File: src/rtl/core/sha1_pkg.sv
package sha1_pkg;

	localparam int WordW       = 32;
	localparam int CountW      = 3;
	localparam int LenW        = 64;
	localparam int PosW        = 4;
	localparam int RoundW      = 7;
	localparam int Rounds      = 80;
	localparam int BlockWords  = 16;
	localparam int DigestWords = 5;
	localparam int DigestIdxW  = 3;
	localparam int PhaseLen    = 20;

	localparam logic [WordW-1:0] IV0 = 32'h67452301;
	localparam logic [WordW-1:0] IV1 = 32'hefcdab89;
	localparam logic [WordW-1:0] IV2 = 32'h98badcfe;
	localparam logic [WordW-1:0] IV3 = 32'h10325476;
	localparam logic [WordW-1:0] IV4 = 32'hc3d2e1f0;

	localparam logic [WordW-1:0] K0 = 32'h5a827999;
	localparam logic [WordW-1:0] K1 = 32'h6ed9eba1;
	localparam logic [WordW-1:0] K2 = 32'h8f1bbcdc;
	localparam logic [WordW-1:0] K3 = 32'hca62c1d6;

	localparam logic [7:0]       PAD_BYTE = 8'h80;
	localparam logic [WordW-1:0] PAD_WORD = {PAD_BYTE, 24'h000000};

	typedef struct packed {
		logic [WordW-1:0] a;
		logic [WordW-1:0] b;
		logic [WordW-1:0] c;
		logic [WordW-1:0] d;
		logic [WordW-1:0] e;
	} sha1_vars_t;

	localparam sha1_vars_t IV = '{a: IV0, b: IV1, c: IV2, d: IV3, e: IV4};

	typedef enum logic [1:0] {
		PH_CHOOSE,
		PH_PARITY1,
		PH_MAJORITY,
		PH_PARITY2
	} sha1_phase_t;

	typedef struct packed {
		logic        load;
		logic        step;
		sha1_phase_t phase;
	} sha1_round_ctl_t;

	function automatic logic [WordW-1:0] sha1_k(input sha1_phase_t ph);
		logic [WordW-1:0] k;
		case (ph)
			PH_CHOOSE:   k = K0;
			PH_PARITY1:  k = K1;
			PH_MAJORITY: k = K2;
			default:     k = K3;
		endcase
		return k;
	endfunction

	function automatic logic [WordW-1:0] sha1_f(input sha1_phase_t ph,
		input logic [WordW-1:0] b, input logic [WordW-1:0] c, input logic [WordW-1:0] d);
		logic [WordW-1:0] f;
		case (ph)
			PH_CHOOSE:   f = (b & c) | (~b & d);
			PH_MAJORITY: f = (b & c) | (b & d) | (c & d);
			default:     f = b ^ c ^ d;
		endcase
		return f;
	endfunction

	// Partial last word: keep the leading bytes, append the marker byte.
	function automatic logic [WordW-1:0] sha1_pad_word(input logic [WordW-1:0] w,
		input logic [1:0] nbytes);
		logic [WordW-1:0] p;
		case (nbytes)
			2'd1:    p = {w[31:24], PAD_BYTE, 16'h0000};
			2'd2:    p = {w[31:16], PAD_BYTE, 8'h00};
			2'd3:    p = {w[31:8], PAD_BYTE};
			default: p = PAD_WORD;
		endcase
		return p;
	endfunction

endpackage

File: src/rtl/core/sha1_msg_if.sv
interface sha1_msg_if import sha1_pkg::*; ();
	logic              valid;
	logic              ready;
	logic [WordW-1:0]  message_word;
	logic [CountW-1:0] valid_bytes;
	logic              last_word;

	modport source (output valid, output message_word, output valid_bytes, output last_word,
		input ready);
	modport sink (input valid, input message_word, input valid_bytes, input last_word,
		output ready);
endinterface

File: src/rtl/core/sha1_digest_if.sv
interface sha1_digest_if import sha1_pkg::*; ();
	logic             valid;
	logic             ready;
	logic [WordW-1:0] digest_word;
	logic             digest_last;

	modport source (output valid, output digest_word, output digest_last, input ready);
	modport sink (input valid, input digest_word, input digest_last, output ready);
endinterface

File: src/rtl/core/sha1_sched.sv
module sha1_sched import sha1_pkg::*; (
	input  logic             clk,
	input  logic             shift,
	input  logic             sel_msg,
	input  logic [WordW-1:0] word_in,
	output logic [WordW-1:0] w_cur
);

	logic [WordW-1:0] window_q [BlockWords];
	logic [WordW-1:0] mix;
	logic [WordW-1:0] expand;

	// window_q[0] holds W(t); W(t+16) enters at the top
	assign mix    = window_q[13] ^ window_q[8] ^ window_q[2] ^ window_q[0];
	assign expand = {mix[WordW-2:0], mix[WordW-1]};
	assign w_cur  = window_q[0];

	always_ff @(posedge clk) begin
		if (shift) begin
			for (int i = 0; i < BlockWords - 1; i++) begin
				window_q[i] <= window_q[i+1];
			end
			window_q[BlockWords-1] <= sel_msg ? word_in : expand;
		end
	end

endmodule

File: src/rtl/core/sha1_round.sv
module sha1_round import sha1_pkg::*; (
	input  logic             clk,
	input  sha1_round_ctl_t  ctl,
	input  sha1_vars_t       init,
	input  logic [WordW-1:0] w,
	output sha1_vars_t       vars
);

	sha1_vars_t       vars_q;
	sha1_vars_t       vars_next;
	logic [WordW-1:0] t;

	always_comb begin
		t = {vars_q.a[WordW-6:0], vars_q.a[WordW-1:WordW-5]}
			+ sha1_f(ctl.phase, vars_q.b, vars_q.c, vars_q.d)
			+ vars_q.e + w + sha1_k(ctl.phase);
		vars_next.a = t;
		vars_next.b = vars_q.a;
		vars_next.c = {vars_q.b[1:0], vars_q.b[WordW-1:2]};
		vars_next.d = vars_q.c;
		vars_next.e = vars_q.d;
	end

	always_ff @(posedge clk) begin
		if (ctl.load) begin
			vars_q <= init;
		end else if (ctl.step) begin
			vars_q <= vars_next;
		end
	end

	assign vars = vars_q;

endmodule

File: src/rtl/core/sha1_hash_engine.sv
// Channel  Role   Payload                                  Transaction
// msg      sink   message_word, valid_bytes, last_word     one message word
// digest   source digest_word, digest_last                 one digest word (h0..h4)
//
// A word is taken in the idle state; every 16th word starts 80 rounds, one per cycle
// in the shared round unit, followed by a fold of the result into the chaining value.
// A last word adds pad words, one or two compressions, then the five digest words.
// msg.ready is low throughout.
// Reset loads the initial chaining value; the digest holds until taken.
module sha1_hash_engine import sha1_pkg::*; (
	input logic          clk,
	input logic          arst_n,
	sha1_msg_if.sink     msg,
	sha1_digest_if.source digest
);

	typedef enum logic [2:0] {
		ST_IDLE,
		ST_ROUND,
		ST_ADD,
		ST_PAD,
		ST_OUT
	} state_t;

	state_t                state_q;
	sha1_vars_t            chain_q;
	logic [LenW-1:0]       len_q;
	logic [PosW-1:0]       pos_q;
	logic [RoundW-1:0]     rnd_q;
	logic [DigestIdxW-1:0] idx_q;
	logic                  padding_q;
	logic                  need_mark_q;
	logic                  hi_done_q;
	logic                  final_q;

	logic                  accept;
	logic [CountW-1:0]     count_eff;
	logic                  push;
	logic [WordW-1:0]      push_word;
	logic                  wraps;
	logic [WordW-1:0]      w_cur;
	sha1_round_ctl_t       rctl;
	sha1_vars_t            vars;

	localparam logic [PosW-1:0]       PosLast  = PosW'(BlockWords - 1);
	localparam logic [PosW-1:0]       PosLenHi = PosW'(BlockWords - 2);
	localparam logic [RoundW-1:0]     RndLast  = RoundW'(Rounds - 1);
	localparam logic [CountW-1:0]     FullCnt  = CountW'(4);
	localparam logic [DigestIdxW-1:0] IdxLast  = DigestIdxW'(DigestWords - 1);

	assign msg.ready = (state_q == ST_IDLE);
	assign accept    = msg.valid && msg.ready;
	assign count_eff = (msg.last_word && msg.valid_bytes <= FullCnt) ? msg.valid_bytes : FullCnt;

	always_comb begin
		push      = 1'b0;
		push_word = '0;
		if (state_q == ST_IDLE && accept) begin
			push = 1'b1;
			if (count_eff == FullCnt) begin
				push_word = msg.message_word;
			end else begin
				push_word = sha1_pad_word(msg.message_word, count_eff[1:0]);
			end
		end else if (state_q == ST_PAD) begin
			push = 1'b1;
			if (need_mark_q) begin
				push_word = PAD_WORD;
			end else if (pos_q == PosLenHi) begin
				push_word = len_q[LenW-1:WordW];
			end else if (pos_q == PosLast && hi_done_q) begin
				push_word = len_q[WordW-1:0];
			end
		end
	end

	assign wraps = push && (pos_q == PosLast);

	always_comb begin
		rctl.load = wraps;
		rctl.step = (state_q == ST_ROUND);
		if (rnd_q < RoundW'(PhaseLen)) begin
			rctl.phase = PH_CHOOSE;
		end else if (rnd_q < RoundW'(2 * PhaseLen)) begin
			rctl.phase = PH_PARITY1;
		end else if (rnd_q < RoundW'(3 * PhaseLen)) begin
			rctl.phase = PH_MAJORITY;
		end else begin
			rctl.phase = PH_PARITY2;
		end
	end

	sha1_sched u_sched (
		.clk     (clk),
		.shift   (push || state_q == ST_ROUND),
		.sel_msg (push),
		.word_in (push_word),
		.w_cur   (w_cur)
	);

	sha1_round u_round (
		.clk  (clk),
		.ctl  (rctl),
		.init (chain_q),
		.w    (w_cur),
		.vars (vars)
	);

	always_comb begin
		case (idx_q)
			DigestIdxW'(0): digest.digest_word = chain_q.a;
			DigestIdxW'(1): digest.digest_word = chain_q.b;
			DigestIdxW'(2): digest.digest_word = chain_q.c;
			DigestIdxW'(3): digest.digest_word = chain_q.d;
			default:        digest.digest_word = chain_q.e;
		endcase
	end

	assign digest.valid       = (state_q == ST_OUT);
	assign digest.digest_last = (idx_q == IdxLast);

	always_ff @(posedge clk or negedge arst_n) begin
		if (!arst_n) begin
			state_q     <= ST_IDLE;
			chain_q     <= IV;
			len_q       <= '0;
			pos_q       <= '0;
			rnd_q       <= '0;
			idx_q       <= '0;
			padding_q   <= 1'b0;
			need_mark_q <= 1'b0;
			hi_done_q   <= 1'b0;
			final_q     <= 1'b0;
		end else begin
			if (push) begin
				pos_q <= pos_q + PosW'(1);
			end
			case (state_q)
				ST_IDLE: begin
					if (accept) begin
						len_q <= len_q + {{(LenW-CountW-3){1'b0}}, count_eff, 3'b000};
						if (msg.last_word) begin
							padding_q   <= 1'b1;
							need_mark_q <= (count_eff == FullCnt);
						end
						if (wraps) begin
							state_q <= ST_ROUND;
						end else if (msg.last_word) begin
							state_q <= ST_PAD;
						end
					end
				end
				ST_PAD: begin
					if (need_mark_q) begin
						need_mark_q <= 1'b0;
					end else if (pos_q == PosLenHi) begin
						hi_done_q <= 1'b1;
					end else if (pos_q == PosLast && hi_done_q) begin
						final_q <= 1'b1;
					end
					if (wraps) begin
						state_q <= ST_ROUND;
					end
				end
				ST_ROUND: begin
					rnd_q <= rnd_q + RoundW'(1);
					if (rnd_q == RndLast) begin
						rnd_q   <= '0;
						state_q <= ST_ADD;
					end
				end
				ST_ADD: begin
					chain_q.a <= chain_q.a + vars.a;
					chain_q.b <= chain_q.b + vars.b;
					chain_q.c <= chain_q.c + vars.c;
					chain_q.d <= chain_q.d + vars.d;
					chain_q.e <= chain_q.e + vars.e;
					if (final_q) begin
						state_q <= ST_OUT;
					end else if (padding_q) begin
						state_q <= ST_PAD;
					end else begin
						state_q <= ST_IDLE;
					end
				end
				ST_OUT: begin
					if (digest.ready) begin
						idx_q <= idx_q + DigestIdxW'(1);
						if (idx_q == IdxLast) begin
							idx_q     <= '0;
							chain_q   <= IV;
							len_q     <= '0;
							pos_q     <= '0;
							padding_q <= 1'b0;
							hi_done_q <= 1'b0;
							final_q   <= 1'b0;
							state_q   <= ST_IDLE;
						end
					end
				end
				default: begin
					state_q <= ST_IDLE;
				end
			endcase
		end
	end

endmodule
File: src/flat_wrapper.sv
// flat-port wrapper written by rule: the top's interface ports become plain ports
module sha1_hash_engine_flat import sha1_pkg::*;
  (clk, arst_n, msg_valid, msg_message_word, msg_valid_bytes, msg_last_word, msg_ready, digest_valid, digest_digest_word, digest_digest_last, digest_ready);
  sha1_msg_if msg_i ();
  sha1_digest_if digest_i ();
  input logic clk;
  input logic arst_n;
  input wire logic [$bits(msg_i.valid)-1:0] msg_valid;
  input wire logic [$bits(msg_i.message_word)-1:0] msg_message_word;
  input wire logic [$bits(msg_i.valid_bytes)-1:0] msg_valid_bytes;
  input wire logic [$bits(msg_i.last_word)-1:0] msg_last_word;
  output wire logic [$bits(msg_i.ready)-1:0] msg_ready;
  output wire logic [$bits(digest_i.valid)-1:0] digest_valid;
  output wire logic [$bits(digest_i.digest_word)-1:0] digest_digest_word;
  output wire logic [$bits(digest_i.digest_last)-1:0] digest_digest_last;
  input wire logic [$bits(digest_i.ready)-1:0] digest_ready;
  assign msg_i.valid = msg_valid;
  assign msg_i.message_word = msg_message_word;
  assign msg_i.valid_bytes = msg_valid_bytes;
  assign msg_i.last_word = msg_last_word;
  assign msg_ready = msg_i.ready;
  assign digest_valid = digest_i.valid;
  assign digest_digest_word = digest_i.digest_word;
  assign digest_digest_last = digest_i.digest_last;
  assign digest_i.ready = digest_ready;
  sha1_hash_engine u_core (.clk(clk), .arst_n(arst_n), .msg(msg_i), .digest(digest_i));
endmodule
File: config.mk
export PLATFORM = sky130hd
export DESIGN_NAME = sha1_hash_engine_flat
export DESIGN_NICKNAME = d
export VERILOG_FILES = /design/src/rtl/core/sha1_pkg.sv /design/src/rtl/core/sha1_msg_if.sv /design/src/rtl/core/sha1_digest_if.sv /design/src/rtl/core/sha1_sched.sv /design/src/rtl/core/sha1_round.sv /design/src/rtl/core/sha1_hash_engine.sv /design/src/flat_wrapper.sv
export SDC_FILE = /design/constraint.sdc
export NUM_CORES = 2
export LEC_CHECK = 0
export BUFFER_PORTS_ARGS = -buffer_cell sky130_fd_sc_hd__buf_2
export CELL_PAD_IN_SITES_DETAIL_PLACEMENT = 0
export CELL_PAD_IN_SITES_GLOBAL_PLACEMENT = 1
export CORE_MARGIN = 2
export CORE_UTILIZATION = 40
export DETAILED_ROUTE_END_ITERATION = 10
export PLACE_DENSITY = 0.64
export SLEW_MARGIN = 20
export SYNTH_ARGS = -nofsm -noshare
export SYNTH_HDL_FRONTEND = slang
export SYNTH_SLANG_ARGS = --single-unit
File: constraint.sdc
create_clock -name clk -period 16.73 [get_ports clk]
set_input_delay 2.5095 -clock clk [delete_from_list [all_inputs] [get_ports clk]]
set_output_delay 2.5095 -clock clk [all_outputs]
set_load 0.005 [all_outputs]
==> flow_summary.ini <==
[sta]
report.final.slew_viol_count = 0
relSlewSlack = 0.231
fin_skew_ps = 64.8
tightest_slew_ps = 1120
final_hold_viol_count = 0
finalSetupTns_ps = 0
min_period_ps = 7590
setup-violations-final = 0
max_freq_mhz = 132
rsz0062_at_grt = no
min_period_over_period = 0.454

[finish]
mostFrequentLayoutCell = edfxtp_1
nFillCells = 11000
final_util = 0.449
drive_gt1_frac = 0.0865
diodes = 0
area_growth_pct = 11.3
fin_nets = 4622
final_cell_mix = edfxtp_1 (672), inv_1 (378), o21ai_0 (374)
regArea_um2 = 26300
multi_input_area_um2 = 19500

[synthesis]
synth_area_um2 = 47700
yosysSeqAreaShare = 0.552
synth_edf_count = 672
ys_seq_elements = 914
synthFlopType = edfxtp_1
yosysUniqueCellTypes = 77
synth_top_area_share = 0.423
avgSynthCellArea_um2 = 11.4
syn_nets = 4560
synthTopCellsByArea = edfxtp_1 (42%), dfrtp_1 (8.5%), ha_1 (5.5%), fa_1 (5.3%), dfstp_2 (4.4%)
post-synth-top-area-cell = edfxtp_1
yosys_warnings = 0
syn_inst = 4185
async_reset_ff_frac = 0.265

[detailed_routing]
avgViaCountPerCell = 5.43
wl_per_cell_um = 23.6
first_iter_violations = 2703
drc = 0
wl_um = 138000
num_vias = 31900
ant_nets = 0
firstDrtPassIters = 5

[clock_network]
ctsResizeCount = 0
htree_levels = 3
postCtsSetupRepairBufs = 0
cts-root-buf = clkbuf_16
ctsHoldBuffers = 0
clk_pin_slew_ps = 70
cts_tree = done
clockBufferDepth = 3
numCtsBuffers = 100
clk_latency_ps = 720
cts_sinks = 914

[die]
die_h_um = 349
core-area_um2 = 118000
die_area_um2 = 122000
die_x_um = 349
start_util = 0.404
row_count = 126
io_pins = 75

[setup_path]
path_delay_family = adder cells
rr_worst_depth = 25
setup.worst_path.class = reg2reg
max_stage_delay_ps = 510
reg2reg_to = u_core.u_round.vars[159]$_DFFE_PP_
worst-path-max-fanout = 67
r2r_setup_slack_ps = 9140
r2r-start = u_core.rnd_q[5]$_DFFE_PN0P_
crit_arrival_ps = 8010
crit_top_cell = inv_1
cp-start-kind = flip-flop
cpMaxStageDelayCell = buf_4
critPathCaptureType = flip-flop
cp.required_ps = 17150
crit_buf_inv = 6

[global_routing]
overflow = 0
grt_pass1_wl_um = 206000
grt_antenna_before_repair = 3
grt_max_degree = 182
grt_util_all_layers = 0.226
grt_pass1_vias = 31200

[worst_hold_path]
hold_class = reg2reg
whs_endpoint = u_core.u_sched.window_q[0][164]$_DFFE_PP_
holdCritStartpoint = u_core.u_sched.window_q[0][196]$_DFFE_PP_
hold_depth = 0

[placed_design]
port_buffers = 74
place_congestion = 0.874
dp_hpwl_um = 97800

[flow_run]
cap_violations = 0

[run_status]
status = complete, no violations
-- layer usage --
layer | global-route usage | share of wire | vias to the layer above | wire length (um)
li1 | - | - | 15100 | -
met1 | 0.319 | 0.46 | 15900 | 63800
met2 | 0.368 | 0.47 | 767 | 65200
met3 | 0.0284 | 0.043 | 162 | 5930
met4 | 0.0577 | 0.024 | 0 | 3370
met5 | 0 | 0 | - | 0
-- cells in the mapped netlist, types with 14 or more instances --
master and count:
o21bai_1 33, xor2_1 144, a21o_1 78, clkbuf_1 129, a211oi_1 27, xnor2_1 171, a22oi_1 96, o21ai_0 374
o31ai_1 16, nand3_1 136, nand4_1 23, edfxtp_1 672, a221o_1 15, dfstp_2 80, ha_1 209, fa_1 126
nand2_1 370, nor2b_1 18, and3_1 33, o22ai_1 33, dfrtp_1 162, nor2_1 208, and2_1 14, o21a_1 43
nand2b_1 24, inv_1 378, o211ai_1 15, buf_1 16, mux2i_1 36, a31oi_1 15, or3_1 20, a21oi_1 268
nor3_1 65
-- flip-flops by register name, indices dropped and copies added, names as in the netlist, 3 cells and up --
| register | flops |
|---|---|
| u_core.idx_q | 3 |
| u_core.state_q | 3 |
| u_core.len_q | 61 |
| u_core.u_sched.window_q | 512 |
| u_core.pos_q | 4 |
| u_core.rnd_q | 7 |
| u_core.u_round.vars | 160 |
| u_core.chain_q | 160 |
-- how the worst max path moves through the flow --
stage / start / to / slack (ps) / cells after the start
2_1_floorplan: msg_valid / u_core.u_sched.window_q[0][0]$_DFFE_PP_ / 1470 / 5
3_3_place_gp: u_core.rnd_q[5]$_DFFE_PN0P_ / u_core.u_round.vars[159]$_DFFE_PP_ / 9290 / 26
3_5_place_dp: u_core.rnd_q[5]$_DFFE_PN0P_ / u_core.u_round.vars[159]$_DFFE_PP_ / 9100 / 25
4_1_cts: u_core.rnd_q[5]$_DFFE_PN0P_ / u_core.u_round.vars[159]$_DFFE_PP_ / 9070 / 25
5_1_grt: u_core.rnd_q[5]$_DFFE_PN0P_ / u_core.u_round.vars[159]$_DFFE_PP_ / 8510 / 26
6_report: u_core.rnd_q[5]$_DFFE_PN0P_ / u_core.u_round.vars[159]$_DFFE_PP_ / 9140 / 25
-- logic make-up (layout without fill, tap and decap cells) --
family,count (synthesis),in the layout,share of synthesized area
AOI/OAI and AO/OA,1087,1087,0.139
xor gates and xnor gates,315,315,0.0578
adders and majority gates,336,336,0.108
buffers and inverters,529,677,0.0422
DFF,914,914,0.552
muxes,38,38,0.00802
and+or+nand+nor,966,966,0.0936
-- per-stage QoR --
step | setup slack (ps) | cells | cell area, um^2 | hold WS [ps]
2_1_floorplan | 1470 | 4185 | 47700 | 400
3_3_place_gp | 9290 | 5681 | 49800 | 400
3_5_place_dp | 9100 | 5681 | 49800 | 405
4_1_cts | 9070 | 5869 | 53100 | 385
5_1_grt | 8510 | 5869 | 53100 | 397
6_report | 9140 | 5869 | 53100 | 385
-- area by class of cell --
cell class              count  share of cell area
clock buffers             138              0.0513
flip-flops and latches    914               0.496
clock inverters            50              0.0109
repair buffers            110              0.0132
multi-input cells        2742               0.366
well taps                1536              0.0362
inverters                 379              0.0268
Power is left out: the tool's default activity adds up to more than one toggle a clock period on the data nets, which glitch-free logic cannot reach.
